## src/design/hta_pkg.sv

```systemverilog
`timescale 1ns / 1ps
// ----------------------------------------------------------------------------
// hta_pkg: shared types and constants of the handle table allocator
// Command and status codes, control states and default table sizes.
// ----------------------------------------------------------------------------
package hta_pkg;

    localparam int SLOTS_DEF          = 32;
    localparam int RESERVED_SLOTS_DEF = 3;

    localparam int CMD_W    = 3;
    localparam int SLOT_W   = 5;
    localparam int VALUE_W  = 32;
    localparam int STATUS_W = 2;

    localparam logic [CMD_W-1:0] CMD_OPEN  = 3'd0;
    localparam logic [CMD_W-1:0] CMD_SET   = 3'd1;
    localparam logic [CMD_W-1:0] CMD_CLOSE = 3'd2;
    localparam logic [CMD_W-1:0] CMD_TEST  = 3'd3;
    localparam logic [CMD_W-1:0] CMD_READ  = 3'd4;

    localparam logic [STATUS_W-1:0] ST_OK      = 2'd0;
    localparam logic [STATUS_W-1:0] ST_FULL    = 2'd1;
    localparam logic [STATUS_W-1:0] ST_REFUSED = 2'd2;

    typedef enum logic {
        S_IDLE,
        S_READ
    } t_state;

endpackage

```

## src/design/hta_ram.sv

```systemverilog
`timescale 1ns / 1ps
// ----------------------------------------------------------------------------
// hta_ram: simple dual-port RAM
// One write port and one read port, read data registered.
// ----------------------------------------------------------------------------
module hta_ram #(
    parameter int WIDTH = 32,
    parameter int DEPTH = 32
) (
    input  logic                     i_clk,
    input  logic                     i_we,
    input  logic [$clog2(DEPTH)-1:0] i_waddr,
    input  logic [WIDTH-1:0]         i_wdata,
    input  logic [$clog2(DEPTH)-1:0] i_raddr,
    output logic [WIDTH-1:0]         o_rdata
);

    logic [WIDTH-1:0] r_mem [DEPTH];
    logic [WIDTH-1:0] r_rdata;

    always_ff @(posedge i_clk) begin
        if (i_we) begin
            r_mem[i_waddr] <= i_wdata;
        end
        r_rdata <= r_mem[i_raddr];
    end

    assign o_rdata = r_rdata;

endmodule

```

## src/design/handle_table_allocator_core.sv

```systemverilog
`timescale 1ns / 1ps
// ----------------------------------------------------------------------------
// handle_table_allocator_core: bitmap slot allocator with value store
// Open grabs the lowest free slot, close frees it, set/test/read access slots.
// ----------------------------------------------------------------------------
//  channel   valid     ready     payload
//  command   i_valid   o_ready   i_cmd, i_slot, i_value
//  result    o_valid   i_ready   o_status, o_granted_slot, o_read_value,
//                                o_occupied
//
//  open, set_entry, close, test and unknown commands load the result register
//  directly; read_entry first waits in S_READ for the registered read port of the store.
//  the single result register empties in the cycle its word is taken, so a
//  new word can be accepted in that same cycle.
//  reset marks the reserved slots busy and clears per-slot valid bits, so
//  a never-written slot reads as zero; no clearing pass is needed.
//  a waiting result blocks new words, and read_entry blocks them while in
//  the S_READ state.
// ----------------------------------------------------------------------------
module handle_table_allocator_core #(
    parameter int SLOTS          = hta_pkg::SLOTS_DEF,
    parameter int RESERVED_SLOTS = hta_pkg::RESERVED_SLOTS_DEF
) (
    input  logic                                i_clk,
    input  logic                                i_rst_n,
    input  logic                                i_valid,
    output logic                                o_ready,
    input  logic [hta_pkg::CMD_W-1:0]           i_cmd,
    input  logic [hta_pkg::SLOT_W-1:0]          i_slot,
    input  logic signed [hta_pkg::VALUE_W-1:0]  i_value,
    output logic                                o_valid,
    input  logic                                i_ready,
    output logic [hta_pkg::STATUS_W-1:0]        o_status,
    output logic [hta_pkg::SLOT_W-1:0]          o_granted_slot,
    output logic signed [hta_pkg::VALUE_W-1:0]  o_read_value,
    output logic                                o_occupied
);

    localparam int AW = $clog2(SLOTS);

    hta_pkg::t_state r_state, n_state;

    logic [SLOTS-1:0] r_busy, n_busy;
    logic [SLOTS-1:0] r_vld, n_vld;
    logic             r_rd_ok, n_rd_ok;

    logic                                r_out_valid, n_out_valid;
    logic [hta_pkg::STATUS_W-1:0]        r_status, n_status;
    logic [hta_pkg::SLOT_W-1:0]          r_granted, n_granted;
    logic signed [hta_pkg::VALUE_W-1:0]  r_read_value, n_read_value;
    logic                                r_occupied, n_occupied;

    logic                        in_fire;
    logic                        in_range;
    logic [AW-1:0]               slot_a;
    logic                        busy_at;
    logic                        close_ok;
    logic                        free_found;
    logic [AW-1:0]               free_idx;
    logic                        ram_we;
    logic [AW-1:0]               ram_waddr;
    logic [hta_pkg::VALUE_W-1:0] ram_rdata;

    assign o_ready  = (r_state == hta_pkg::S_IDLE) && (!r_out_valid || i_ready);
    assign in_fire  = i_valid && o_ready;
    assign in_range = 32'(i_slot) < SLOTS;
    assign slot_a   = AW'(i_slot);
    assign busy_at  = in_range ? r_busy[slot_a] : 1'b0;
    assign close_ok = busy_at && (32'(i_slot) >= RESERVED_SLOTS);

    // lowest free slot
    always_comb begin
        free_found = 1'b0;
        free_idx   = '0;
        for (int i = 0; i < SLOTS; i++) begin
            if (!free_found && !r_busy[i]) begin
                free_found = 1'b1;
                free_idx   = AW'(i);
            end
        end
    end

    hta_ram #(
        .WIDTH (hta_pkg::VALUE_W),
        .DEPTH (SLOTS)
    ) u_store (
        .i_clk   (i_clk),
        .i_we    (ram_we),
        .i_waddr (ram_waddr),
        .i_wdata (i_value),
        .i_raddr (slot_a),
        .o_rdata (ram_rdata)
    );

    always_comb begin
        n_state      = r_state;
        n_busy       = r_busy;
        n_vld        = r_vld;
        n_rd_ok      = r_rd_ok;
        n_out_valid  = r_out_valid;
        n_status     = r_status;
        n_granted    = r_granted;
        n_read_value = r_read_value;
        n_occupied   = r_occupied;
        ram_we       = 1'b0;
        ram_waddr    = slot_a;

        if (r_out_valid && i_ready) begin
            n_out_valid = 1'b0;
        end

        case (r_state)
            hta_pkg::S_IDLE: begin
                if (in_fire) begin
                    n_out_valid  = 1'b1;
                    n_status     = hta_pkg::ST_OK;
                    n_granted    = '0;
                    n_read_value = '0;
                    n_occupied   = 1'b0;
                    case (i_cmd)
                        hta_pkg::CMD_OPEN: begin
                            if (free_found) begin
                                n_busy[free_idx] = 1'b1;
                                n_vld[free_idx]  = 1'b1;
                                ram_we           = 1'b1;
                                ram_waddr        = free_idx;
                                n_granted        = hta_pkg::SLOT_W'(free_idx);
                            end else begin
                                n_status = hta_pkg::ST_FULL;
                            end
                        end
                        hta_pkg::CMD_SET: begin
                            if (in_range) begin
                                ram_we        = 1'b1;
                                n_vld[slot_a] = 1'b1;
                            end
                        end
                        hta_pkg::CMD_CLOSE: begin
                            if (close_ok) begin
                                n_busy[slot_a] = 1'b0;
                            end else begin
                                n_status = hta_pkg::ST_REFUSED;
                            end
                        end
                        hta_pkg::CMD_TEST: begin
                            n_occupied = busy_at;
                        end
                        hta_pkg::CMD_READ: begin
                            // result waits for the store's read data
                            n_out_valid = 1'b0;
                            n_rd_ok     = in_range ? r_vld[slot_a] : 1'b0;
                            n_state     = hta_pkg::S_READ;
                        end
                        default: begin
                        end
                    endcase
                end
            end
            hta_pkg::S_READ: begin
                n_out_valid  = 1'b1;
                n_read_value = r_rd_ok ? ram_rdata : '0;
                n_state      = hta_pkg::S_IDLE;
            end
            default: begin
                n_state = hta_pkg::S_IDLE;
            end
        endcase
    end

    always_ff @(posedge i_clk) begin
        if (!i_rst_n) begin
            r_state     <= hta_pkg::S_IDLE;
            r_out_valid <= 1'b0;
            r_rd_ok     <= 1'b0;
            r_vld       <= '0;
            for (int i = 0; i < SLOTS; i++) begin
                r_busy[i] <= (i < RESERVED_SLOTS);
            end
        end else begin
            r_state     <= n_state;
            r_out_valid <= n_out_valid;
            r_rd_ok     <= n_rd_ok;
            r_vld       <= n_vld;
            r_busy      <= n_busy;
        end
    end

    always_ff @(posedge i_clk) begin
        r_status     <= n_status;
        r_granted    <= n_granted;
        r_read_value <= n_read_value;
        r_occupied   <= n_occupied;
    end

    assign o_valid        = r_out_valid;
    assign o_status       = r_status;
    assign o_granted_slot = r_granted;
    assign o_read_value   = r_read_value;
    assign o_occupied     = r_occupied;

    // reserved slots never become free
    logic [SLOTS-1:0] res_mask;
    always_comb begin
        for (int i = 0; i < SLOTS; i++) begin
            res_mask[i] = (i < RESERVED_SLOTS);
        end
    end

    a_reserved_busy: assert property (@(posedge i_clk) disable iff (!i_rst_n)
        (r_busy & res_mask) == res_mask)
        else $error("reserved slot freed");

    a_read_out_empty: assert property (@(posedge i_clk) disable iff (!i_rst_n)
        (r_state == hta_pkg::S_READ) |-> !r_out_valid)
        else $error("result register busy while read is pending");

    a_open_marks: assert property (@(posedge i_clk) disable iff (!i_rst_n)
        (in_fire && (i_cmd == hta_pkg::CMD_OPEN) && free_found)
        |=> (r_busy[$past(free_idx)] && r_vld[$past(free_idx)]))
        else $error("granted slot not marked busy");

endmodule

```

## config.mk

```make
export PLATFORM = sky130hd
export DESIGN_NAME = handle_table_allocator_core
export DESIGN_NICKNAME = d
export VERILOG_FILES = /design/src/design/hta_pkg.sv /design/src/design/hta_ram.sv /design/src/design/handle_table_allocator_core.sv
export SDC_FILE = /design/constraint.sdc
export NUM_CORES = 1
export LEC_CHECK = 0
export BUFFER_PORTS_ARGS = -buffer_cell sky130_fd_sc_hd__buf_2
export CORE_ASPECT_RATIO = 1.4
export CORE_UTILIZATION = 35
export DETAILED_ROUTE_END_ITERATION = 8
export GPL_ROUTABILITY_DRIVEN = 1
export PLACE_DENSITY = 0.5
export SKIP_LAST_GASP = 1
export SLEW_MARGIN = 15
export SYNTH_ARGS = -nofsm -noshare
export SYNTH_HDL_FRONTEND = slang
export SYNTH_SLANG_ARGS = --single-unit
```

## constraint.sdc

```tcl
create_clock -name i_clk -period 6.2 [get_ports i_clk]
set_clock_uncertainty 0.05 [all_clocks]
set_input_delay 0.93 -clock i_clk [delete_from_list [all_inputs] [get_ports i_clk]]
set_output_delay 0.93 -clock i_clk [all_outputs]
set_load 0.05 [all_outputs]
```

Word-level counts from Yosys, hierarchy flattened --
Memories as Yosys holds them, arrays and structs flattened. A register that Yosys moved wholly into a read port is not among the register bits. Index checks and enable logic that the tools add are counted.
Word-level totals: bits in latches 0, output and inout port bits 42, word-level logic and storage cells 236, memory bits (read-only) 0, RAM bits 1024, memories 1, flip-flop bits (word level) 107, input port bits 44
Memories:
- u_store.r_mem | words 32, bits a word 32, rd ports 1, clocked after Yosys merged registers in 1, wr ports 1, line hta_ram.sv:18 | logic [WIDTH-1:0] r_mem [DEPTH];
Operators by class: mux-type cells 99, bitwise gates (word level) 6, magnitude comparators 5, $mul 0, reductions and logical operators 108, equality and inequality tests 8, shifts and indexed selects 0, divide/modulo/power cells 0, add/sub/neg operators 0
Operator list (count):
- 32-bit case mux with 2 select lines | 3
- 5-bit two-way mux | 34
- 32-bit two-way mux | 5
- 32-bit OR | 3
- 1-bit zero test | 62
- 1-bit two-way mux | 48
- 1-bit logical AND | 37
- 32-bit bitwise AND | 1
- 32-bit inverter | 1
- 5-bit by 6-bit less-than comparator with 1-bit output (second input constant) | 2
- 1-bit binary-select mux with 5-bit select | 2
- 1-bit demux with 5-bit select | 2
- 5-bit by 1-bit greater-or-equal comparator with 1-bit output (second input constant) | 2
- 3-bit by 2-bit == test with 1-bit output (second input constant) | 2
- 2-bit != test (second input constant) | 3
- 1-bit case mux with 2 select lines | 3
- 5-bit by 2-bit greater-or-equal comparator with 1-bit output (second input constant) | 1
- 5-bit AND reduction | 1
- 2-bit case mux with 2 select lines | 1
- 2-bit AND reduction | 2
- 4-bit AND reduction | 1
- 2-bit nonzero test | 2
- 3-bit by 1-bit == test with 1-bit output (second input constant) | 1
- 3-bit == test (second input constant) | 1
- other kinds (6) | 6

Longest topological paths before layout --
Gate-level depths: netlist of run 1.
depth in word-level cells 100, mapped depth 9, depth with buffers taken out 6

Cells and area by module --
A second synthesis of run 1 with hierarchy kept.
Second synthesis, totals: cell total of the unflattened synthesis 2893, area, all modules 46114.2 µm²
By module, submodules not included:
- hta_ram | seq. area each 31390.1 µm², area each 40490.1 µm², cells each 2261, instances 1
- handle_table_allocator_core | seq. area each 2542.4 µm², area each 5624.1 µm², cells each 632, instances 1

Worst setup path after synthesis of run 1 --
No wires, ideal clock.
path type input to register, start point input i_cmd[2] (netlist bit), end point memory u_store.r_mem[17][0], enable pin, buffers on the path 1, arrival 5494 ps, setup slack 154 ps, setup time 501 ps, cell stages on the path 7, required time 5649 ps, cell sequence nor3_1 -> nand4_1 -> a31oi_2 -> buf_6 -> mux2i_1 -> nand2_2 -> nor4_1
Between the ends: word-level cells in the longest chain between the ends 6, elaborated cells between the ends (all ways) 10, those cells by class eq/ne (1); mux (8); reduce/logical (1)
RTL lines:
- start: declaration | line handle_table_allocator_core.sv:28 | input logic [hta_pkg::CMD_W-1:0] i_cmd,
- 3-bit by 1-bit == test with 1-bit output / 3-bit zero test (equally long branches) | line handle_table_allocator_core.sv:120 | case (i_cmd)
- 1-bit case mux with 2 select lines | line handle_table_allocator_core.sv:120
- 1-bit two-way mux | line handle_table_allocator_core.sv:114 | if (in_fire) begin
- 1-bit two-way mux | line handle_table_allocator_core.sv:112 | case (r_state)
- 1-bit two-way mux | line hta_ram.sv:22 | if (i_we) begin
- 1-bit two-way mux (not written as such) | line hta_ram.sv:23 | r_mem[i_waddr] <= i_wdata;
- end: declaration | line hta_ram.sv:18
Parallel ways exist; a longest one is shown, timed or not.

Final worst setup path of run 1 --
start point register r_state, end point memory u_store.r_mem[17][3], enable pin
Between the ends: word-level cells in the longest chain between the ends 7, elaborated cells between the ends (all ways) 9, those cells by class mux (6); bitwise (1); reduce/logical (2)
RTL lines:
- start: declaration | line handle_table_allocator_core.sv:41 | hta_pkg::t_state r_state, n_state;
- start signal: assignment | line handle_table_allocator_core.sv:172 | r_state <= hta_pkg::S_IDLE;
- start signal: assignment | line handle_table_allocator_core.sv:180 | r_state <= n_state;
- 1-bit inverter (no line)
- 1-bit logical AND | line handle_table_allocator_core.sv:64 | assign o_ready = (r_state == hta_pkg::S_IDLE) && (!r_out_valid || i_ready);
- 1-bit logical AND | line handle_table_allocator_core.sv:65 | assign in_fire = i_valid && o_ready;
- 1-bit two-way mux | line handle_table_allocator_core.sv:114
- 1-bit two-way mux | line handle_table_allocator_core.sv:112
- 1-bit two-way mux | line hta_ram.sv:22
- 1-bit two-way mux (not written as such) | line hta_ram.sv:23
Parallel ways exist; a longest one is shown, timed or not.

==> results of run 1 <==
[through the flow]
stage | util, % | worst slack [ps]
after floorplan | - | 154
after detailed placement | 37.5 | 1410
after global placement | 37.5 | 1550
after CTS | 40.3 | 1790
after global routing | 40.3 | 1460
final | 40.3 | 1600
[registers in the layout, summed over array words and instances, names as in the netlist]
name / cells
u_store.r_mem: 1024
o_read_value: 32
r_busy: 32
r_vld: 32
u_store.o_rdata: 32
o_granted_slot: 5
o_status: 2
o_occupied: 1
o_valid: 1
r_rd_ok: 1
r_state: 1
[layout make-up]
cell class	instances	share of cell area (%)
inverters	8	0.0591
clock inverters	64	1.27
clock buffers	137	5.67
flip-flops and latches	1163	66.8
diodes	1	0.00492
multi-input cells	885	20.3
repair buffers	150	1.92
well taps	1638	4.03
[synth_stat cells (6+ instances only)]
cell      instances
edfxtp_1       1064
mux4_2          274
a22oi_1         131
dfxtp_1          99
clkbuf_1         86
nand2_1          55
nor2_1           44
buf_2            43
nand4_1          43
o21ai_0          40
a21oi_1          36
and3_1           34
nor3_1           28
nand3_1          21
nor4_1           20
o31ai_1          19
a31oi_1          17
or3_1            12
nand2b_1         10
inv_1             8
or2_2             7
a221oi_1          6
[worst reg2reg max path, stage by stage (launching register included)]
cell and delay (ps):
dfxtp_2 650, inv_1 290, nand4_1 490, a31oi_2 820, mux2i_1 740, nand2_2 260, nor4_2 360, buf_4 530
[worst paths after layout]
path | from | endpoint | slack, ps | depth (start not counted)
max | r_state | u_store.r_mem[17][3] | 1600 | 7
min | r_vld[8] | r_vld[8] | 410 | 2
max reg2reg | r_state | u_store.r_mem[17][3] | 1600 | 7
min reg2reg | r_vld[8] | r_vld[8] | 410 | 2
[layout by cell type (no fill, tap or decap), types with 5 or more instances in the layout]
master	instances
o21ai_0	40
o31ai_1	19
or3_1	12
buf_2	83
clkinv_2	21
bufinv_16	12
clkbuf_8	5
nor2_1	44
nor4_2	18
o21a_1	5
a211oi_1	5
or2_2	7
clkinv_1	22
dfxtp_1	97
a221oi_1	6
nand2_1	54
a31oi_1	17
nand2b_1	10
nor3_1	11
a22oi_1	131
nor3_2	17
o41ai_1	5
clkbuf_16	109
a21oi_1	35
edfxtp_1	1064
mux4_2	274
nand3_1	21
nand4_1	43
nand2_2	5
and3_1	33
inv_1	8
buf_4	61
clkbuf_1	23
[cell families (layout without fill, tap and decap cells)]
kind of cell / after synthesis / after routing / synth area share (%)
flops: 1163 / 1163 / 76.0
compound gates: 296 / 296 / 4.76
simple gates: 310 / 310 / 3.87
other cells: 0 / 1 / 0
mux: 279 / 279 / 14.0
buf+inv: 145 / 359 / 1.38
[power breakdown]
group / internal [W] / switching (W) / leakage (nW)
combinational: 0.000232 / 0.000551 / 3.54
sequential: 0.00861 / 0.0000219 / 10.4
clock: 0.00379 / 0.00291 / 1.73
[layer usage]
layer | up-vias | GRT usage [%] | routed length (µm)
met4 | 2 | 5.55 | 2810
li1 | 9522 | - | -
met3 | 171 | 3.18 | 6880
met2 | 750 | 31.5 | 60300
met5 | - | 0 | 13
met1 | 12280 | 24.8 | 50500
==> results.ini, run 1 <==
[status]
status=finished, final reports clean

[floorplanning]
row_count=154
die_y_um=424
initial_utilization_pct=35.4
fp.dieW_um=304
die_area_um2=129000
ios=86
core_area_um2=126000

[logic_synthesis]
synth_nets=2237
synth_area_leader_cell=edfxtp_1
syn_area_um2=44600
postSynthAreaPerCell_um2=20.3
syn-instance-count=2193
yosys_warnings=0
synth_top_cell_area_share_pct=71.6
ys_top_cells_by_area=edfxtp_1 (72%), mux4_2 (14%), dfxtp_1 (4.4%)
ys.flop_type=edfxtp_1
synth_edf_count=1064
yosysSeqAreaShare_pct=76.0
ys_ff_latch=1163
synth.distinct_cells=70
ys_async_sr_fraction_pct=0

[routing]
post_drt_wl_per_cell_um=29.8
viasPerCell=5.62
drc=0
wirelength_um=120000
via_count=22725
first_pass_iters=7
drt_iter0_markers=2286
drtAntennaViolNets=0

[final_layout]
seqCellArea_um2=33900
finalNonFillerCells=4046
drive_above_1_share_pct=27.3
finalInstanceArea_um2=50800
fillers=11093
multi_input_area_um2=10300
area_delta_synth_final_pct=13.9
nets=2359

[clock_tree]
hold_buffers=0
clockBufferDepth=3
cts_sinks=1163
clk_pin_slew_ps=70
cts_tree=yes
ctsHtreeMaxLevel=3
cts_root_buf=clkbuf_16
cts_resized=0
cts_setup_buffers=0
clk_latency_ps=730
cts_buffers=107

[critical_path]
cp-end-kind=flop
critPathTopFamily=simple AND/OR/NAND/NOR gates
critPathLaunchType=flop
cp_cell_sequence=inv_1 > nand4_1 > a31oi_2 > mux2i_1 > nand2_2 > nor4_2 > buf_4
arrival_ps=4890
crit_fanout=33
crit_required_ps=6490
cpMaxStageDelayCell=a31oi_2
critPathKind=flop to flop
critPathMaxStageDelay_ps=820
cp.buffers_inverters=2

[timing]
setup_viol=0
setup_tns_ps=0
hold_viol_final=0
hold-worst-slack_ps=414
fmax_mhz=217
relSlewSlack_pct=27.7
drv_slew=0
rsz0062_at_grt=false
period_needed_ps=4600
finalCritPeriodShare_pct=74.3
worst_pin_slew_ps=1080

[global_route]
grt_pass1_vias=23273
grt_pass1_wl_um=172000
antenna_found_initial=9
grt_usage_pct=18.7
overflow=0
grt_max_degree=84

[place]
io_buffers=85
gp_congestion=0.880
place_inst=3843
dp_hpwl_um=73100
placed_cell_area_um2=47300

[pwr]
power_w=0.0161
leakagePower_nw=15.7
ir_drop_mv=0.217
p_per_area_nw_per_um2=317

[flow_run]
cap_violations=0

[min_path]
min_path_type=flop to flop

(Power assumes the default switching activity.)
==> inputs of run 2 (changes only) <==
==> constraint.sdc (replaced) <==
create_clock -name i_clk -period 4.15 [get_ports i_clk]
set_clock_uncertainty 0.05 [all_clocks]
set_input_delay 0.6225 -clock i_clk [delete_from_list [all_inputs] [get_ports i_clk]]
set_output_delay 0.6225 -clock i_clk [all_outputs]
set_load 0.05 [all_outputs]
==> run 2 against run 1 <==
  * Via count increased by 1.6%
  * Sequential share of layout area decreased by 0.75 points
  * Worst hold slack got worse by 280 ps
  * Total power increased by 50%
  * Critical endpoint is now u_store.r_mem[24][19]
  * Maximum frequency increased by 29%
  * Core utilization increased by 0.46 points
  * Global-route usage increased by 0.98 points
  * Clock power increased by 49%
  * Final area increased by 1.1%
  * Die area unchanged
==> results.ini, run 2 (synthesized netlist as in run 1, its figures left out) <==
[clock_tree]
cts_sinks=1163  ; unchanged
cts_root_buf=clkbuf_16  ; unchanged
hold_buffers=0  ; unchanged
clk_latency_ps=720  ; was 730 ps
cts_resized=0  ; unchanged
clk_pin_slew_ps=60  ; was 70 ps
cts_buffers=109  ; was 107
cts_tree=yes  ; unchanged
ctsHtreeMaxLevel=3  ; unchanged
clockBufferDepth=3  ; unchanged
cts_setup_buffers=0  ; unchanged

[global_route]
grt_usage_pct=19.7  ; was 18.7%
overflow=0  ; unchanged
antenna_found_initial=2  ; was 9
grt_pass1_wl_um=181000  ; was 172000 µm
grt_pass1_vias=24009  ; was 23273
grt_max_degree=109  ; was 84

[critical_path]
cpMaxStageDelayCell=o32a_2  ; was a31oi_2
cp-end-kind=flop  ; unchanged
crit_fanout=21  ; was 33
critPathLaunchType=flop  ; unchanged
crit_required_ps=4430  ; was 6490 ps
cp_cell_sequence=nand4_1 > nor4b_1 > o311ai_0 > nand4_1 > o32a_2 > buf_12 > nor4_4 > buf_4  ; was inv_1 > nand4_1 > a31oi_2 > mux2i_1 > nand2_2 > nor4_2 > buf_4
crit_path_frequent_cell=nand4_1
critPathKind=flop to flop  ; unchanged
cp.buffers_inverters=2  ; unchanged
critPathTopFamily=compound AO/OA/AOI/OAI gates  ; was simple AND/OR/NAND/NOR gates
critPathMaxStageDelay_ps=590  ; was 820 ps
rr_startpoint=r_busy[10]  ; was r_state
arrival_ps=3850  ; was 4890 ps
worstSetupStartpoint=r_busy[10]  ; was r_state

[pwr]
ir_drop_mv=0.312  ; was 0.217 mV
p_per_area_nw_per_um2=469  ; was 317 nW/µm²
leakagePower_nw=16.0  ; was 15.7 nW
power_w=0.0241  ; was 0.0161 W

[min_path]
min-delay-start=i_valid  ; was r_vld[8]
min_path_type=input port to flop  ; was flop to flop

[timing]
worst_pin_slew_ps=1210  ; was 1080 ps
fmax_mhz=280  ; was 217 MHz
rsz0062_at_grt=false  ; unchanged
hold_viol_final=0  ; unchanged
setup_viol=0  ; unchanged
hold-worst-slack_ps=136  ; was 414 ps
drv_slew=0  ; unchanged
relSlewSlack_pct=19.3  ; was 27.7%
finalCritPeriodShare_pct=85.9  ; was 74.3%
period_needed_ps=3570  ; was 4600 ps

[place]
placed_cell_area_um2=47900  ; was 47300 µm²
dp_hpwl_um=75900  ; was 73100 µm
gp_congestion=0.927  ; was 0.880
io_buffers=85  ; unchanged

[routing]
drt_iter0_markers=2022  ; was 2286
first_pass_iters=6  ; was 7
post_drt_wl_per_cell_um=31.0  ; was 29.8 µm
wirelength_um=127000  ; was 120000 µm
viasPerCell=5.66  ; was 5.62
drtAntennaViolNets=0  ; unchanged
via_count=23085  ; was 22725
drc=0  ; unchanged

[floorplanning]
row_count=154  ; unchanged
fp.dieW_um=304  ; unchanged
core_area_um2=126000  ; unchanged
die_area_um2=129000  ; unchanged
initial_utilization_pct=35.4  ; unchanged
die_y_um=424  ; unchanged
ios=86  ; unchanged

[final_layout]
finalInstanceArea_um2=51400  ; was 50800 µm²
drive_above_1_share_pct=28.5  ; was 27.3%
largest_reg_flops=1024  ; unchanged
final_common_cell=edfxtp_1  ; unchanged
area_delta_synth_final_pct=15.2  ; was 13.9%
nets=2396  ; was 2359
top_register=u_store.r_mem  ; unchanged
layout_common_cells=edfxtp_1 (1064), mux4_2 (274), a22oi_1 (131), clkbuf_16 (109), dfxtp_1 (97)  ; unchanged

[status]
status=finished, final reports clean  ; unchanged

[flow_run]
cap_violations=0  ; unchanged

[run 2: changes by cell type in the layout (fill, tap and decap cells not counted), moves of 3 or more]
cell | previous run | this run
buf_12 | 3 | 18
buf_4 | 61 | 82
clkbuf_8 | 5 | 2
inv_6 | 2 | 6
nor4_2 | 18 | 2
nor4_4 | 1 | 17
[run 2: worst paths after layout]
path         slack [ps]                     to  cells after the start
min                 140                o_valid                      3
min reg2reg         420              r_vld[15]                      2
max                 580  u_store.r_mem[24][19]                      8
max reg2reg         580  u_store.r_mem[24][19]                      8
[run 2: power by group]
part	total, W	switching [W]	internal, W
logic	0.00120	0.000835	0.000361
clock network	0.0100	0.00442	0.00562
registers	0.0129	0.0000334	0.0129
[run 2: per-layer routing]
| metal | share of wire (%) | up-vias | global-route usage (%) |
|---|---|---|---|
| li1 | - | 9606 | - |
| met1 | 42 | 12599 | 25.7 |
| met2 | 51 | 730 | 34.5 |
| met3 | 4.6 | 150 | 2.35 |
| met4 | 2.2 | 0 | 5.48 |
| met5 | 0 | - | 0 |
[run 2: area by class of cell]
cell class,count,area (µm²)
antenna,1,2.50
sequential,1163,33900
clock inverter,68,679
tap,1638,2050
inverter,8,30.0
timing repair buffer,185,1420
fill,11026,74800
clock buffer,133,2840
multi-input combinational,885,10500
[run 2: worst min-delay path: stages]
cell and delay [ps]:
buf_2 130, nand2_1 60, a21oi_1 60
[run 2: stage by stage]
step,std cells,setup WS [ps],setup TNS [ps],util (%)
5_1_grt,4080,370,0,40.7
3_5_place_dp,3879,342,0,38.0
4_1_cts,4080,617,0,40.7
3_3_place_gp,3879,452,0,38.0
6_report,4081,584,0,40.7
2_1_floorplan,2193,-676,-360450,-
